--- src/design/kmd_pkg.sv ---
// Package for the key matrix debounce block: widths, reset values, register
// indexes, state encoding, sweep status struct and note saturation.
// No dependencies.
`default_nettype none

package kmd_pkg;

  localparam int KEY_COUNT_DEF = 64;
  localparam int RAW_W         = 64;
  localparam int IDX_W         = 6;
  localparam int NOTE_W        = 7;
  localparam int VEL_W         = 7;
  localparam int CHAN_W        = 5;
  localparam int THR_W         = 4;
  localparam int CFG_DATA_W    = 7;
  localparam int CFG_IDX_W     = 2;

  localparam logic [THR_W-1:0]  THR_RST  = 4'd3;
  localparam logic [NOTE_W-1:0] BASE_RST = 7'd48;
  localparam logic [VEL_W-1:0]  VEL_RST  = 7'd100;
  localparam logic [CHAN_W-1:0] CHAN_RST = 5'd1;
  localparam logic [NOTE_W-1:0] NOTE_MAX = 7'd127;

  typedef enum logic [CFG_IDX_W-1:0] {
    CFG_THRESHOLD = 2'd0,
    CFG_BASE_NOTE = 2'd1,
    CFG_VELOCITY  = 2'd2,
    CFG_CHANNEL   = 2'd3
  } cfg_idx_t;

  typedef enum logic [1:0] {
    ST_IDLE,
    ST_SWEEP,
    ST_EMIT
  } state_t;

  // one key per cycle out of the debounce sweep
  typedef struct packed {
    logic valid;
    logic changed;
    logic pressed;
    logic done;
  } sweep_step_t;

  function automatic logic [NOTE_W-1:0] note_sat(input logic [NOTE_W-1:0] base,
                                                 input logic [IDX_W-1:0]  idx);
    logic [NOTE_W:0] sum;
    sum = {1'b0, base} + {2'b00, idx};
    note_sat = sum[NOTE_W] ? NOTE_MAX : sum[NOTE_W-1:0];
  endfunction

endpackage

`default_nettype wire

--- src/design/kmd_if.sv ---
// Request channel interfaces for the key matrix debounce block:
// scan input channel and note event output channel. Uses kmd_pkg.
`default_nettype none

interface kmd_in_if;
  logic                        valid;
  logic                        ready;
  logic [kmd_pkg::RAW_W-1:0]   raw_keys;

  modport source (output valid, output raw_keys, input ready);
  modport sink   (input valid, input raw_keys, output ready);
endinterface

interface kmd_out_if;
  logic                        valid;
  logic                        ready;
  logic [kmd_pkg::IDX_W-1:0]   key_id;
  logic [kmd_pkg::NOTE_W-1:0]  note_number;
  logic                        is_press;
  logic [kmd_pkg::VEL_W-1:0]   velocity;
  logic [kmd_pkg::CHAN_W-1:0]  channel_out;
  logic                        last;

  modport source (output valid, output key_id, output note_number, output is_press,
                  output velocity, output channel_out, output last, input ready);
  modport sink   (input valid, input key_id, input note_number, input is_press,
                  input velocity, input channel_out, input last, output ready);
endinterface

`default_nettype wire

--- src/design/kmd_sweep.sv ---
// Bit-serial debounce sweep: rotates the stable mask and the per-key counters
// past one update cell, one key per cycle. Uses kmd_pkg.
`default_nettype none

module kmd_sweep #(
  parameter int KEY_COUNT = kmd_pkg::KEY_COUNT_DEF
) (
  input  wire logic                         clk,
  input  wire logic                         rst_n,
  input  wire logic                         start,
  input  wire logic [KEY_COUNT-1:0]         raw,
  input  wire logic [kmd_pkg::THR_W-1:0]    thr,
  output kmd_pkg::sweep_step_t              step
);

  localparam int KI_W = $clog2(KEY_COUNT);

  logic                       busy_r;
  logic [KI_W-1:0]            key_r;
  logic [KEY_COUNT-1:0]       raw_sr_r;
  logic [KEY_COUNT-1:0]       stable_r;
  logic [kmd_pkg::THR_W-1:0]  cnt_r [KEY_COUNT];

  logic                       s_nxt;
  logic [kmd_pkg::THR_W-1:0]  c_nxt;
  logic [kmd_pkg::THR_W:0]    c_inc;
  logic                       done;

  always_comb begin
    c_inc = {1'b0, cnt_r[0]} + 5'd1;
    s_nxt = stable_r[0];
    c_nxt = '0;
    if (raw_sr_r[0] != stable_r[0]) begin
      if (c_inc >= {1'b0, thr}) begin
        s_nxt = raw_sr_r[0];
      end else begin
        c_nxt = c_inc[kmd_pkg::THR_W-1:0];
      end
    end
  end

  assign done = busy_r && (key_r == KI_W'(KEY_COUNT - 1));

  assign step.valid   = busy_r;
  assign step.changed = busy_r && (s_nxt != stable_r[0]);
  assign step.pressed = s_nxt;
  assign step.done    = done;

  always_ff @(posedge clk) begin
    if (!rst_n) begin
      busy_r   <= 1'b0;
      key_r    <= '0;
      stable_r <= '0;
      for (int i = 0; i < KEY_COUNT; i++) cnt_r[i] <= '0;
    end else if (start) begin
      busy_r <= 1'b1;
      key_r  <= '0;
    end else if (busy_r) begin
      stable_r <= {s_nxt, stable_r[KEY_COUNT-1:1]};
      for (int i = 0; i < KEY_COUNT - 1; i++) cnt_r[i] <= cnt_r[i+1];
      cnt_r[KEY_COUNT-1] <= c_nxt;
      key_r <= key_r + 1'b1;
      if (done) begin
        busy_r <= 1'b0;
      end
    end
  end

  always_ff @(posedge clk) begin
    if (start) begin
      raw_sr_r <= raw;
    end else if (busy_r) begin
      raw_sr_r <= raw_sr_r >> 1;
    end
  end

endmodule

`default_nettype wire

--- src/design/key_matrix_debounce_note_events.sv ---
// Flow: a scan request is swept key by key through kmd_sweep; changed keys are then
// emitted in key order from the registered output, unchanged keys skipped.
// A new scan is taken only in idle, once the last event of the previous scan is
// loaded; the emit phase waits on output stalls.
// Reset (synchronous, rst_n low): stable keys and counters cleared,
// registers to threshold 3, base note 48, velocity 100, channel 1.
`default_nettype none

module key_matrix_debounce_note_events #(
  parameter int KEY_COUNT = kmd_pkg::KEY_COUNT_DEF
) (
  input  wire logic                             clk,
  input  wire logic                             rst_n,
  kmd_in_if.sink                                in_chan,
  kmd_out_if.source                             out_chan,
  input  wire logic                             cfg_we,
  input  wire logic [kmd_pkg::CFG_IDX_W-1:0]    cfg_index,
  input  wire logic [kmd_pkg::CFG_DATA_W-1:0]   cfg_data
);

  localparam int KI_W = $clog2(KEY_COUNT);
  localparam int CN_W = $clog2(KEY_COUNT + 1);

  kmd_pkg::state_t             state_r, state_nxt;
  logic [kmd_pkg::THR_W-1:0]   thr_r;
  logic [kmd_pkg::NOTE_W-1:0]  base_r;
  logic [kmd_pkg::VEL_W-1:0]   vel_r;
  logic [kmd_pkg::CHAN_W-1:0]  chan_r;
  logic [kmd_pkg::THR_W-1:0]   thr_eff;

  logic [KEY_COUNT-1:0]        chg_r;
  logic [KEY_COUNT-1:0]        prs_r;
  logic [CN_W-1:0]             left_r, left_nxt;
  logic [KI_W-1:0]             idx_r;

  logic                        out_valid_r;
  logic [kmd_pkg::IDX_W-1:0]   key_id_r;
  logic [kmd_pkg::NOTE_W-1:0]  note_r;
  logic                        press_r;
  logic [kmd_pkg::VEL_W-1:0]   velo_r;
  logic [kmd_pkg::CHAN_W-1:0]  chan_out_r;
  logic                        last_r;

  kmd_pkg::sweep_step_t        step;
  logic                        accept;
  logic                        out_free;
  logic                        load;
  logic                        advance;

  assign thr_eff = (thr_r == '0) ? 4'd1 : thr_r;
  assign accept  = in_chan.valid && in_chan.ready;
  assign in_chan.ready = (state_r == kmd_pkg::ST_IDLE);
  assign out_free = !out_valid_r || out_chan.ready;

  kmd_sweep #(.KEY_COUNT(KEY_COUNT)) u_sweep (
    .clk   (clk),
    .rst_n (rst_n),
    .start (accept),
    .raw   (in_chan.raw_keys[KEY_COUNT-1:0]),
    .thr   (thr_eff),
    .step  (step)
  );

  always_ff @(posedge clk) begin
    if (!rst_n) begin
      thr_r  <= kmd_pkg::THR_RST;
      base_r <= kmd_pkg::BASE_RST;
      vel_r  <= kmd_pkg::VEL_RST;
      chan_r <= kmd_pkg::CHAN_RST;
    end else if (cfg_we) begin
      case (kmd_pkg::cfg_idx_t'(cfg_index))
        kmd_pkg::CFG_THRESHOLD: thr_r  <= cfg_data[kmd_pkg::THR_W-1:0];
        kmd_pkg::CFG_BASE_NOTE: base_r <= cfg_data[kmd_pkg::NOTE_W-1:0];
        kmd_pkg::CFG_VELOCITY:  vel_r  <= cfg_data[kmd_pkg::VEL_W-1:0];
        kmd_pkg::CFG_CHANNEL:   chan_r <= cfg_data[kmd_pkg::CHAN_W-1:0];
        default: ;
      endcase
    end
  end

  always_comb begin
    state_nxt = state_r;
    left_nxt  = left_r;
    load      = 1'b0;
    advance   = 1'b0;
    case (state_r)
      kmd_pkg::ST_IDLE: begin
        if (accept) begin
          state_nxt = kmd_pkg::ST_SWEEP;
          left_nxt  = '0;
        end
      end
      kmd_pkg::ST_SWEEP: begin
        if (step.changed) begin
          left_nxt = left_r + 1'b1;
        end
        if (step.done) begin
          state_nxt = (left_nxt == '0) ? kmd_pkg::ST_IDLE : kmd_pkg::ST_EMIT;
        end
      end
      kmd_pkg::ST_EMIT: begin
        load    = chg_r[0] && out_free;
        advance = !chg_r[0] || out_free;
        if (load) begin
          left_nxt = left_r - 1'b1;
          if (left_r == CN_W'(1)) begin
            state_nxt = kmd_pkg::ST_IDLE;
          end
        end
      end
      default: state_nxt = kmd_pkg::ST_IDLE;
    endcase
  end

  always_ff @(posedge clk) begin
    if (!rst_n) begin
      state_r <= kmd_pkg::ST_IDLE;
    end else begin
      state_r <= state_nxt;
    end
  end

  always_ff @(posedge clk) begin
    if (!rst_n) begin
      left_r <= '0;
      idx_r  <= '0;
    end else begin
      left_r <= left_nxt;
      if (step.done) begin
        idx_r <= '0;
      end else if (advance) begin
        idx_r <= idx_r + 1'b1;
      end
    end
  end

  // change and new-state bits, key 0 at bit 0 once the sweep ends
  always_ff @(posedge clk) begin
    if (step.valid) begin
      chg_r <= {step.changed, chg_r[KEY_COUNT-1:1]};
      prs_r <= {step.pressed, prs_r[KEY_COUNT-1:1]};
    end else if (advance) begin
      chg_r <= chg_r >> 1;
      prs_r <= prs_r >> 1;
    end
  end

  always_ff @(posedge clk) begin
    if (!rst_n) begin
      out_valid_r <= 1'b0;
    end else if (load) begin
      out_valid_r <= 1'b1;
    end else if (out_chan.ready) begin
      out_valid_r <= 1'b0;
    end
  end

  always_ff @(posedge clk) begin
    if (load) begin
      key_id_r    <= kmd_pkg::IDX_W'(idx_r);
      note_r      <= kmd_pkg::note_sat(base_r, kmd_pkg::IDX_W'(idx_r));
      press_r     <= prs_r[0];
      velo_r      <= prs_r[0] ? vel_r : '0;
      chan_out_r  <= chan_r;
      last_r      <= (left_r == CN_W'(1));
    end
  end

  assign out_chan.valid       = out_valid_r;
  assign out_chan.key_id      = key_id_r;
  assign out_chan.note_number = note_r;
  assign out_chan.is_press    = press_r;
  assign out_chan.velocity    = velo_r;
  assign out_chan.channel_out = chan_out_r;
  assign out_chan.last        = last_r;

endmodule

`default_nettype wire

--- src/flat_wrapper.sv ---
// flat-port wrapper written by rule: the top's interface ports become plain ports
module key_matrix_debounce_note_events_flat 
#(
  parameter int KEY_COUNT = kmd_pkg::KEY_COUNT_DEF
)
  (clk, rst_n, cfg_we, cfg_index, cfg_data, in_chan_valid, in_chan_raw_keys, in_chan_ready, out_chan_valid, out_chan_key_id, out_chan_note_number, out_chan_is_press, out_chan_velocity, out_chan_channel_out, out_chan_last, out_chan_ready);
  kmd_in_if in_chan_i ();
  kmd_out_if out_chan_i ();
  input  wire logic clk;
  input  wire logic rst_n;
  input  wire logic cfg_we;
  input  wire logic [kmd_pkg::CFG_IDX_W-1:0] cfg_index;
  input  wire logic [kmd_pkg::CFG_DATA_W-1:0] cfg_data;
  input wire logic [$bits(in_chan_i.valid)-1:0] in_chan_valid;
  input wire logic [$bits(in_chan_i.raw_keys)-1:0] in_chan_raw_keys;
  output wire logic [$bits(in_chan_i.ready)-1:0] in_chan_ready;
  output wire logic [$bits(out_chan_i.valid)-1:0] out_chan_valid;
  output wire logic [$bits(out_chan_i.key_id)-1:0] out_chan_key_id;
  output wire logic [$bits(out_chan_i.note_number)-1:0] out_chan_note_number;
  output wire logic [$bits(out_chan_i.is_press)-1:0] out_chan_is_press;
  output wire logic [$bits(out_chan_i.velocity)-1:0] out_chan_velocity;
  output wire logic [$bits(out_chan_i.channel_out)-1:0] out_chan_channel_out;
  output wire logic [$bits(out_chan_i.last)-1:0] out_chan_last;
  input wire logic [$bits(out_chan_i.ready)-1:0] out_chan_ready;
  assign in_chan_i.valid = in_chan_valid;
  assign in_chan_i.raw_keys = in_chan_raw_keys;
  assign in_chan_ready = in_chan_i.ready;
  assign out_chan_valid = out_chan_i.valid;
  assign out_chan_key_id = out_chan_i.key_id;
  assign out_chan_note_number = out_chan_i.note_number;
  assign out_chan_is_press = out_chan_i.is_press;
  assign out_chan_velocity = out_chan_i.velocity;
  assign out_chan_channel_out = out_chan_i.channel_out;
  assign out_chan_last = out_chan_i.last;
  assign out_chan_i.ready = out_chan_ready;
  key_matrix_debounce_note_events #(.KEY_COUNT(KEY_COUNT)) u_core (.clk(clk), .rst_n(rst_n), .in_chan(in_chan_i), .out_chan(out_chan_i), .cfg_we(cfg_we), .cfg_index(cfg_index), .cfg_data(cfg_data));
endmodule
--- config.mk ---
export PLATFORM = sky130hd
export DESIGN_NAME = key_matrix_debounce_note_events_flat
export DESIGN_NICKNAME = d
export VERILOG_FILES = /design/src/design/kmd_pkg.sv /design/src/design/kmd_if.sv /design/src/design/kmd_sweep.sv /design/src/design/key_matrix_debounce_note_events.sv /design/src/flat_wrapper.sv
export SDC_FILE = /design/constraint.sdc
export NUM_CORES = 1
export LEC_CHECK = 0
export ABC_AREA = 1
export ABC_CLOCK_PERIOD_IN_PS = 11530
export BUFFER_PORTS_ARGS = -buffer_cell sky130_fd_sc_hd__buf_2
export CORE_UTILIZATION = 61
export DETAILED_ROUTE_END_ITERATION = 16
export GPL_TIMING_DRIVEN = 0
export PLACE_DENSITY = 0.81
export SYNTH_ARGS = -nofsm -noshare
export SYNTH_HDL_FRONTEND = slang
export SYNTH_SLANG_ARGS = --single-unit
export TNS_END_PERCENT = 50
--- constraint.sdc ---
create_clock -name clk -period 11.53 [get_ports clk]
set_clock_uncertainty 0.15 [all_clocks]
set_input_delay 0.5765 -clock clk [delete_from_list [all_inputs] [get_ports clk]]
set_output_delay 0.5765 -clock clk [all_outputs]
set_load 0.1 [all_outputs]
==> results of run 1 <==
## per-stage QoR
stage                     setup slack, ps  cells
final                                8190   2513
after global routing                 7980   2513
after CTS                            8160   2513
after detailed placement             8140   2413
after global placement              -93.0   2406
after floorplan                      1980   1845
## cells by family (layout without fill, tap and decap cells)
| family | count (synthesis) | after routing |
|---|---|---|
| and+or+nand+nor | 651 | 651 |
| AOI/OAI and AO/OA | 130 | 130 |
| buffers and inverters | 445 | 658 |
| DFF | 585 | 585 |
| xor gates and xnor gates | 13 | 13 |
| adders and majority gates | 21 | 21 |
## layout make-up
| class | count | area (um^2) | share of cell area, % |
|---|---|---|---|
| Clock inverter | 29 | 374 | 1.50 |
| Buffer | 61 | 255 | 1.02 |
| Timing Repair Buffer | 113 | 696 | 2.78 |
| Tap cell | 455 | 569 | 2.28 |
| Inverter | 384 | 1440 | 5.76 |
| Sequential cell | 585 | 16500 | 65.8 |
| Multi-Input combinational cell | 815 | 3730 | 14.9 |
| Clock buffer | 71 | 1480 | 5.90 |
## Yosys cell counts (3+ instances only)
master and count:
nor3b_1 5, buf_2 9, o22ai_1 67, buf_1 11, inv_1 382, edfxtp_1 475, nor3_1 12, nor2_1 188
a21oi_1 24, clkbuf_1 39, o21ai_1 3, ha_1 20, dfxtp_1 110, xor2_1 11, nand3_1 20, nand2_1 412
nand4_1 3, o21ai_0 29
## sequential cells by signal, indices dropped and copies added (netlist names)
| name | count |
|---|---|
| u_core.u_sweep.stable_r | 64 |
| u_core.out_chan.channel_out | 5 |
| u_core.out_chan.is_press | 1 |
| u_core.out_chan.key_id | 6 |
| u_core.out_chan.velocity | 7 |
| u_core.out_chan.note_number | 7 |
| u_core.idx_r | 6 |
| u_core.thr_r | 4 |
| u_core.u_sweep.busy_r | 1 |
| u_core.chg_r | 64 |
| u_core.u_sweep.key_r | 6 |
| u_core.u_sweep.cnt_r | 256 |
| u_core.vel_r | 7 |
| u_core.chan_r | 5 |
| u_core.left_r | 7 |
| u_core.out_chan.last | 1 |
| u_core.base_r | 7 |
| u_core.u_sweep.raw_sr_r | 64 |
| u_core.prs_r | 64 |
| u_core.out_chan.valid | 1 |
| u_core.state_r | 2 |
## worst max-delay path, cell delays in order (launching register included)
cell and delay (ps):
dfxtp_1 380, inv_1 100, ha_1 250, nand2_1 280, inv_2 190, o21ai_0 210, clkbuf_4 750, buf_16 330
buf_16 300
## final timing paths
| path | start | to | slack (ps) | cells past startpoint |
|---|---|---|---|---|
| setup / recovery | u_core.state_r[0] | u_core.u_sweep.cnt_r[0][102] | 8190 | 8 |
| hold / removal | cfg_data[6] | u_core.base_r[6] | 120 | 3 |
| setup reg to reg | u_core.state_r[0] | u_core.u_sweep.cnt_r[0][102] | 8190 | 8 |
| hold reg to reg | u_core.prs_r[25] | u_core.prs_r[24] | 260 | 0 |
## per-layer routing
layer | vias up | part of all wire (%) | global-route usage, %
met5 | - | 0 | 0
li1 | 6255 | - | -
met2 | 381 | 49 | 34.3
met1 | 6155 | 44 | 27.7
met3 | 62 | 5.7 | 3.51
met4 | 0 | 1.9 | 5.68
## power breakdown
part | total [mW] | leakage, nW | internal, mW | switching [mW]
combinational | 0.657 | 4.11 | 0.171 | 0.486
clock | 1.85 | 0.912 | 1.10 | 0.744
sequential | 2.91 | 5.68 | 2.79 | 0.115
total | 5.41 | 10.7 | 4.06 | 1.35
==> out/qor.yml, run 1 <==
floorplan:
  ios: 107
  die_x_um: 191
  die_area_um2: 36600
  dieHeight_um: 191
  core-area_um2: 34900
  rows: 68
  start_util_pct: 62.7
sta:
  rsz0062_at_grt: "false"
  clock.fmax_mhz: 300
  maxSlewHeadroom_pct: 39.8
  fin_crit_sh_pct: 28.9
  tightest_slew_ps: 904
  holdWs_ps: 123
  fin_crit_ps: 3340
  finalHoldViolCount: 0
  setup_viol: 0
  finalSetupTns_ps: 0
  report.final.slew_viol_count: 0
clocking:
  path_clk_slew_ps: 60
  post_cts_resized: 0
  cts_max_level: 2
  cts_buffer_depth: 3
  post-cts-setup-buffers: 0
  clk_latency_ps: 570
  cts.sinks: 585
  cts_buffers: 54
  cts_tree: "done"
  hold_buffers: 0
  cts-root-buf: "clkbuf_16"
logic_synthesis:
  synth-simple-area-share_pct: 11.8
  synth.distinct_cells: 38
  synth_top_family_by_area: "simple AND/OR/NAND/NOR gates"
  synth_area_leaders: "edfxtp_1, dfxtp_1, nand2_1"
  avgSynthCellArea_um2: 11.9
  synthMuxAreaShare_pct: 0
  synth-seq-cells: 585
  synth_nets: 1944
  yosys.area.top_type: "edfxtp_1"
  synthFlopType: "edfxtp_1"
  ys_warn_count: 0
  synth_edf_count: 475
  synth_top_area_share_pct: 65.2
  syn_inst: 1845
  synth_xor_area_share_pct: 0.520
  syn_area_um2: 21900
  seq_area_frac_synth_pct: 75.3
  async_flop_share_pct: 0
  synth-compound-area-share_pct: 3.44
  synthAdderAreaFrac_pct: 1.24
global_route:
  grt_overflow_total: 0
  antenna_found_initial: 0
  grt_use_total_pct: 20.4
  grt_pass1_vias: 12542
  grt_pass1_wl_um: 59800
  grt_max_degree: 69
setup_path:
  start_kind: "flip-flop"
  cp.arrival_ps: 3430
  crit_required_ps: 11620
  path_max_fanout: 68
  crit_type: "reg -> reg"
  worstSetupEndpointType: "flip-flop"
cells_and_area:
  final_cell_area_um2: 25000
  nets: 2113
  n_antenna_cell: 0
  final_common_cell: "edfxtp_1"
  final_util_pct: 71.7
  areaGrowthSynthToFinish_pct: 14.3
  final_cell_mix: "edfxtp_1, nand2_1, inv_1, nor2_1, buf_2"
  final.fill_count: 2231
  drive_above_1_share_pct: 10.9
pwr:
  total_leakage_power_nw: 10.7
  power_density_nw_per_um2: 216
  ir_drop_v: 0.000166
  finalPower_mw: 5.41
drt:
  finalWirelength_um: 36700
  vias_per_cell: 5.11
  drtIter0Drc: 1079
  route.detailed.drc: 0
  dr.pass1.iters: 5
  vias: 12853
  post_drt_wl_per_cell_um: 14.6
  drtAntennaViolNets: 0
hold_path:
  hp-class: "in -> reg"
placement:
  gp_congestion: 0.862
  port_buffers: 106
  placed_area_um2: 23200
  dpl.hpwl_um: 22900
status:
  status: "completed"
run:
  max_cap_violations: 0
No activity file was read; power rests on OpenSTA's default activity.
==> inputs of run 2 (changes only) <==
--- a/config.mk
+++ b/config.mk
@@ -6,12 +6,12 @@
 export NUM_CORES = 1
 export LEC_CHECK = 0
 export ABC_AREA = 1
-export ABC_CLOCK_PERIOD_IN_PS = 11530
+export ABC_CLOCK_PERIOD_IN_PS = 3050
 export BUFFER_PORTS_ARGS = -buffer_cell sky130_fd_sc_hd__buf_2
-export CORE_UTILIZATION = 61
+export CORE_UTILIZATION = 55
 export DETAILED_ROUTE_END_ITERATION = 16
 export GPL_TIMING_DRIVEN = 0
-export PLACE_DENSITY = 0.81
+export PLACE_DENSITY = 0.78
 export SYNTH_ARGS = -nofsm -noshare
 export SYNTH_HDL_FRONTEND = slang
 export SYNTH_SLANG_ARGS = --single-unit
==> constraint.sdc (replaced) <==
create_clock -name clk -period 3.05 [get_ports clk]
set_clock_uncertainty 0.15 [all_clocks]
set_input_delay 0.1525 -clock clk [delete_from_list [all_inputs] [get_ports clk]]
set_output_delay 0.1525 -clock clk [all_outputs]
set_load 0.1 [all_outputs]
==> out/qor.yml, run 2 (synthesis gave the netlist of run 1 again) <==
clocking:
  cts.sinks: 585  # unchanged
  cts_buffers: 56  # was 54
  cts_tree: "done"  # unchanged
  post-cts-setup-buffers: 0  # unchanged
  cts_max_level: 2  # unchanged
  path_clk_slew_ps: 60  # about the same
  clk_latency_ps: 600  # was 570 ps
  cts-root-buf: "clkbuf_16"  # unchanged
  cts_buffer_depth: 3  # unchanged
drt:
  finalWirelength_um: 38600  # was 36700 um
  drtAntennaViolNets: 0  # unchanged
  dr.pass1.iters: 5  # unchanged
  post_drt_wl_per_cell_um: 14.5  # was 14.6 um
  vias_per_cell: 4.94  # was 5.11
  route.detailed.drc: 0  # unchanged
  drtIter0Drc: 901  # was 1079
  vias: 13154  # was 12853
placement:
  port_buffers: 106  # unchanged
  dpl_worst_slack_ps: -43.8  # was 8140 ps
  dpl.hpwl_um: 21300  # was 22900 um
  gp_congestion: 0.841  # was 0.862
sta:
  fin_crit_ps: 2840  # was 3340 ps
  clock.fmax_mhz: 352  # was 300 MHz
  maxSlewHeadroom_pct: 37.4  # was 39.8%
  fin_crit_sh_pct: 93.2  # was 28.9%
  rsz0062_at_grt: "false"  # unchanged
  setup_viol: 0  # unchanged
  tightest_slew_ps: 940  # was 904 ps
  finalHoldViolCount: 0  # unchanged
  fin_ws_ps: 206  # was 8190 ps
  report.final.slew_viol_count: 0  # unchanged
cells_and_area:
  final.fill_count: 2689  # was 2231
  seq_area_um2: 16500  # unchanged
  final_cell_mix: "edfxtp_1, nand2_1, inv_1, nor2_1, buf_2"  # unchanged
  nets: 2196  # was 2113
  top_register: "u_core.u_sweep.cnt_r"  # unchanged
  final_common_cell: "edfxtp_1"  # unchanged
  largest_reg_flops: 256  # unchanged
  multi_input_area_um2: 3740  # was 3730 um^2
  areaGrowthSynthToFinish_pct: 18.1  # was 14.3%
  drive_above_1_share_pct: 10.5  # was 10.9%
setup_path:
  crit_type: "reg -> reg"  # unchanged
  r2r_cells: 6  # was 8
  worstSetupEndpointType: "flip-flop"  # unchanged
  reg2reg_to: "u_core.u_sweep.cnt_r[0][8]"  # was u_core.u_sweep.cnt_r[0][102]
  path_max_fanout: 132  # was 68
  reg2reg_slack_ps: 210  # was 8190 ps
  cp.arrival_ps: 2920  # was 3430 ps
  rr_startpoint: "u_core.state_r[0]"  # unchanged
  crit_required_ps: 3120  # was 11620 ps
  start_kind: "flip-flop"  # unchanged
pwr:
  finalPower_mw: 20.3  # was 5.41 mW
  ir_drop_v: 0.000523  # was 0.000166 V
  power_density_nw_per_um2: 786  # was 216 nW/um^2
  p_int_mw: 15.1  # was 4.06 mW
  clockPowerShare_pct: 33.3  # was 34.1%
  sw_frac_of_total_pct: 25.6  # was 24.9%
  total_leakage_power_nw: 11.0  # was 10.7 nW
  power_frac_comb_pct: 12.5  # was 12.1%
  pwr-share-seq_pct: 54.2  # was 53.7%
  p_switching_mw: 5.20  # was 1.35 mW
global_route:
  grt_pass1_wl_um: 63100  # was 59800 um
  antenna_found_initial: 3  # was 0
  grt_use_total_pct: 19.3  # was 20.4%
  grt_overflow_total: 0  # unchanged
  grt_max_degree: 134  # was 69
  grt_pass1_vias: 13080  # was 12542
floorplan:
  die_area_um2: 40600  # was 36600 um^2
  ios: 107  # unchanged
  start_util_pct: 56.2  # was 62.7%
  dieHeight_um: 201  # was 191 um
  core-area_um2: 38900  # was 34900 um^2
  die_x_um: 201  # was 191 um
  rows: 72  # was 68
run:
  max_cap_violations: 0  # unchanged
status:
  status: "completed"  # unchanged
hold_path:
  min_from: "rst_n"  # was cfg_data[6]
  whs_path_depth: 4  # was 3
  whs_endpoint: "u_core.state_r[1]"  # was u_core.base_r[6]
  hp-class: "in -> reg"  # unchanged
==> run 2: cell count changes in the layout (fill, tap and decap cells not counted), sizes merged <==
cell	before	now
buf	135	131
bufinv	9	0
clkbuf	110	121
clkinv	18	20
diode	0	2
dlygate4sd3	0	84
==> run 2: power groups by stage <==
stage                     Sequential, mW  Combinational, mW  Clock (mW)
after detailed placement            11.1               2.37           0
after floorplan                     11.1               1.66           0
after global routing                11.1               2.86        7.20
after global placement              11.1               2.25           0
final                               11.0               2.54        6.77
after CTS                           11.0               2.49        6.89
==> run 2: routing by layer <==
layer	global-route usage (%)	routed length, um	up-vias
li1	-	-	6437
met1	25.6	16800	6234
met2	31.5	18500	397
met3	3.60	2320	84
met4	7.77	1060	2
met5	0	13	-
==> run 2: worst max path at each step <==
stage	from	end	slack [ps]
after detailed placement	u_core.state_r[0]	u_core.u_sweep.cnt_r[0][196]	-40
final	u_core.state_r[0]	u_core.u_sweep.cnt_r[0][8]	210
after floorplan	u_core.out_chan.valid	u_core.chg_r[0]	-300
after CTS	u_core.state_r[0]	u_core.u_sweep.cnt_r[0][232]	30
after global placement	u_core.state_r[0]	u_core.chg_r[29]	-480
after global routing	u_core.state_r[0]	u_core.u_sweep.cnt_r[0][8]	40
==> run 2: layout make-up <==
type	count	share of cell area (%)
repair buffers	194	5.58
flip-flops and latches	585	63.7
diodes	2	0.0194
clock buffers	81	6.62
plain buffers	61	1.06
well taps	518	2.51
clock inverters	22	0.436
multi-input cells	815	14.5
inverters	384	5.58
==> run 2: worst max-delay path: stages (launching register included) <==
cell	delay, ps
dfxtp_1	360
inv_1	90
ha_1	240
nand2_1	260
inv_2	190
o21ai_2	490
clkbuf_16	600
==> run 2: per-stage QoR <==
step	instances	hold slack (ps)	utilization [%]	area (um^2)	setup TNS [ps]
after floorplan	1845	129	-	21900	-45580
after global placement	2469	246	59.3	23100	-63040
after detailed placement	2471	250	59.4	23100	-7250
after CTS	2659	7.99	66.4	25800	0
after global routing	2661	58.0	66.4	25800	0
final	2662	44.8	66.4	25800	0
==> run 2: what timing repair did <==
item / CTS / global route
gates cloned: 1 / 1
endpoints found under the hold margin: 89 / 0
endpoints found under the setup margin: 257 / 258
gates resized for setup: 2 / 1
hold buffers: 84 / 0
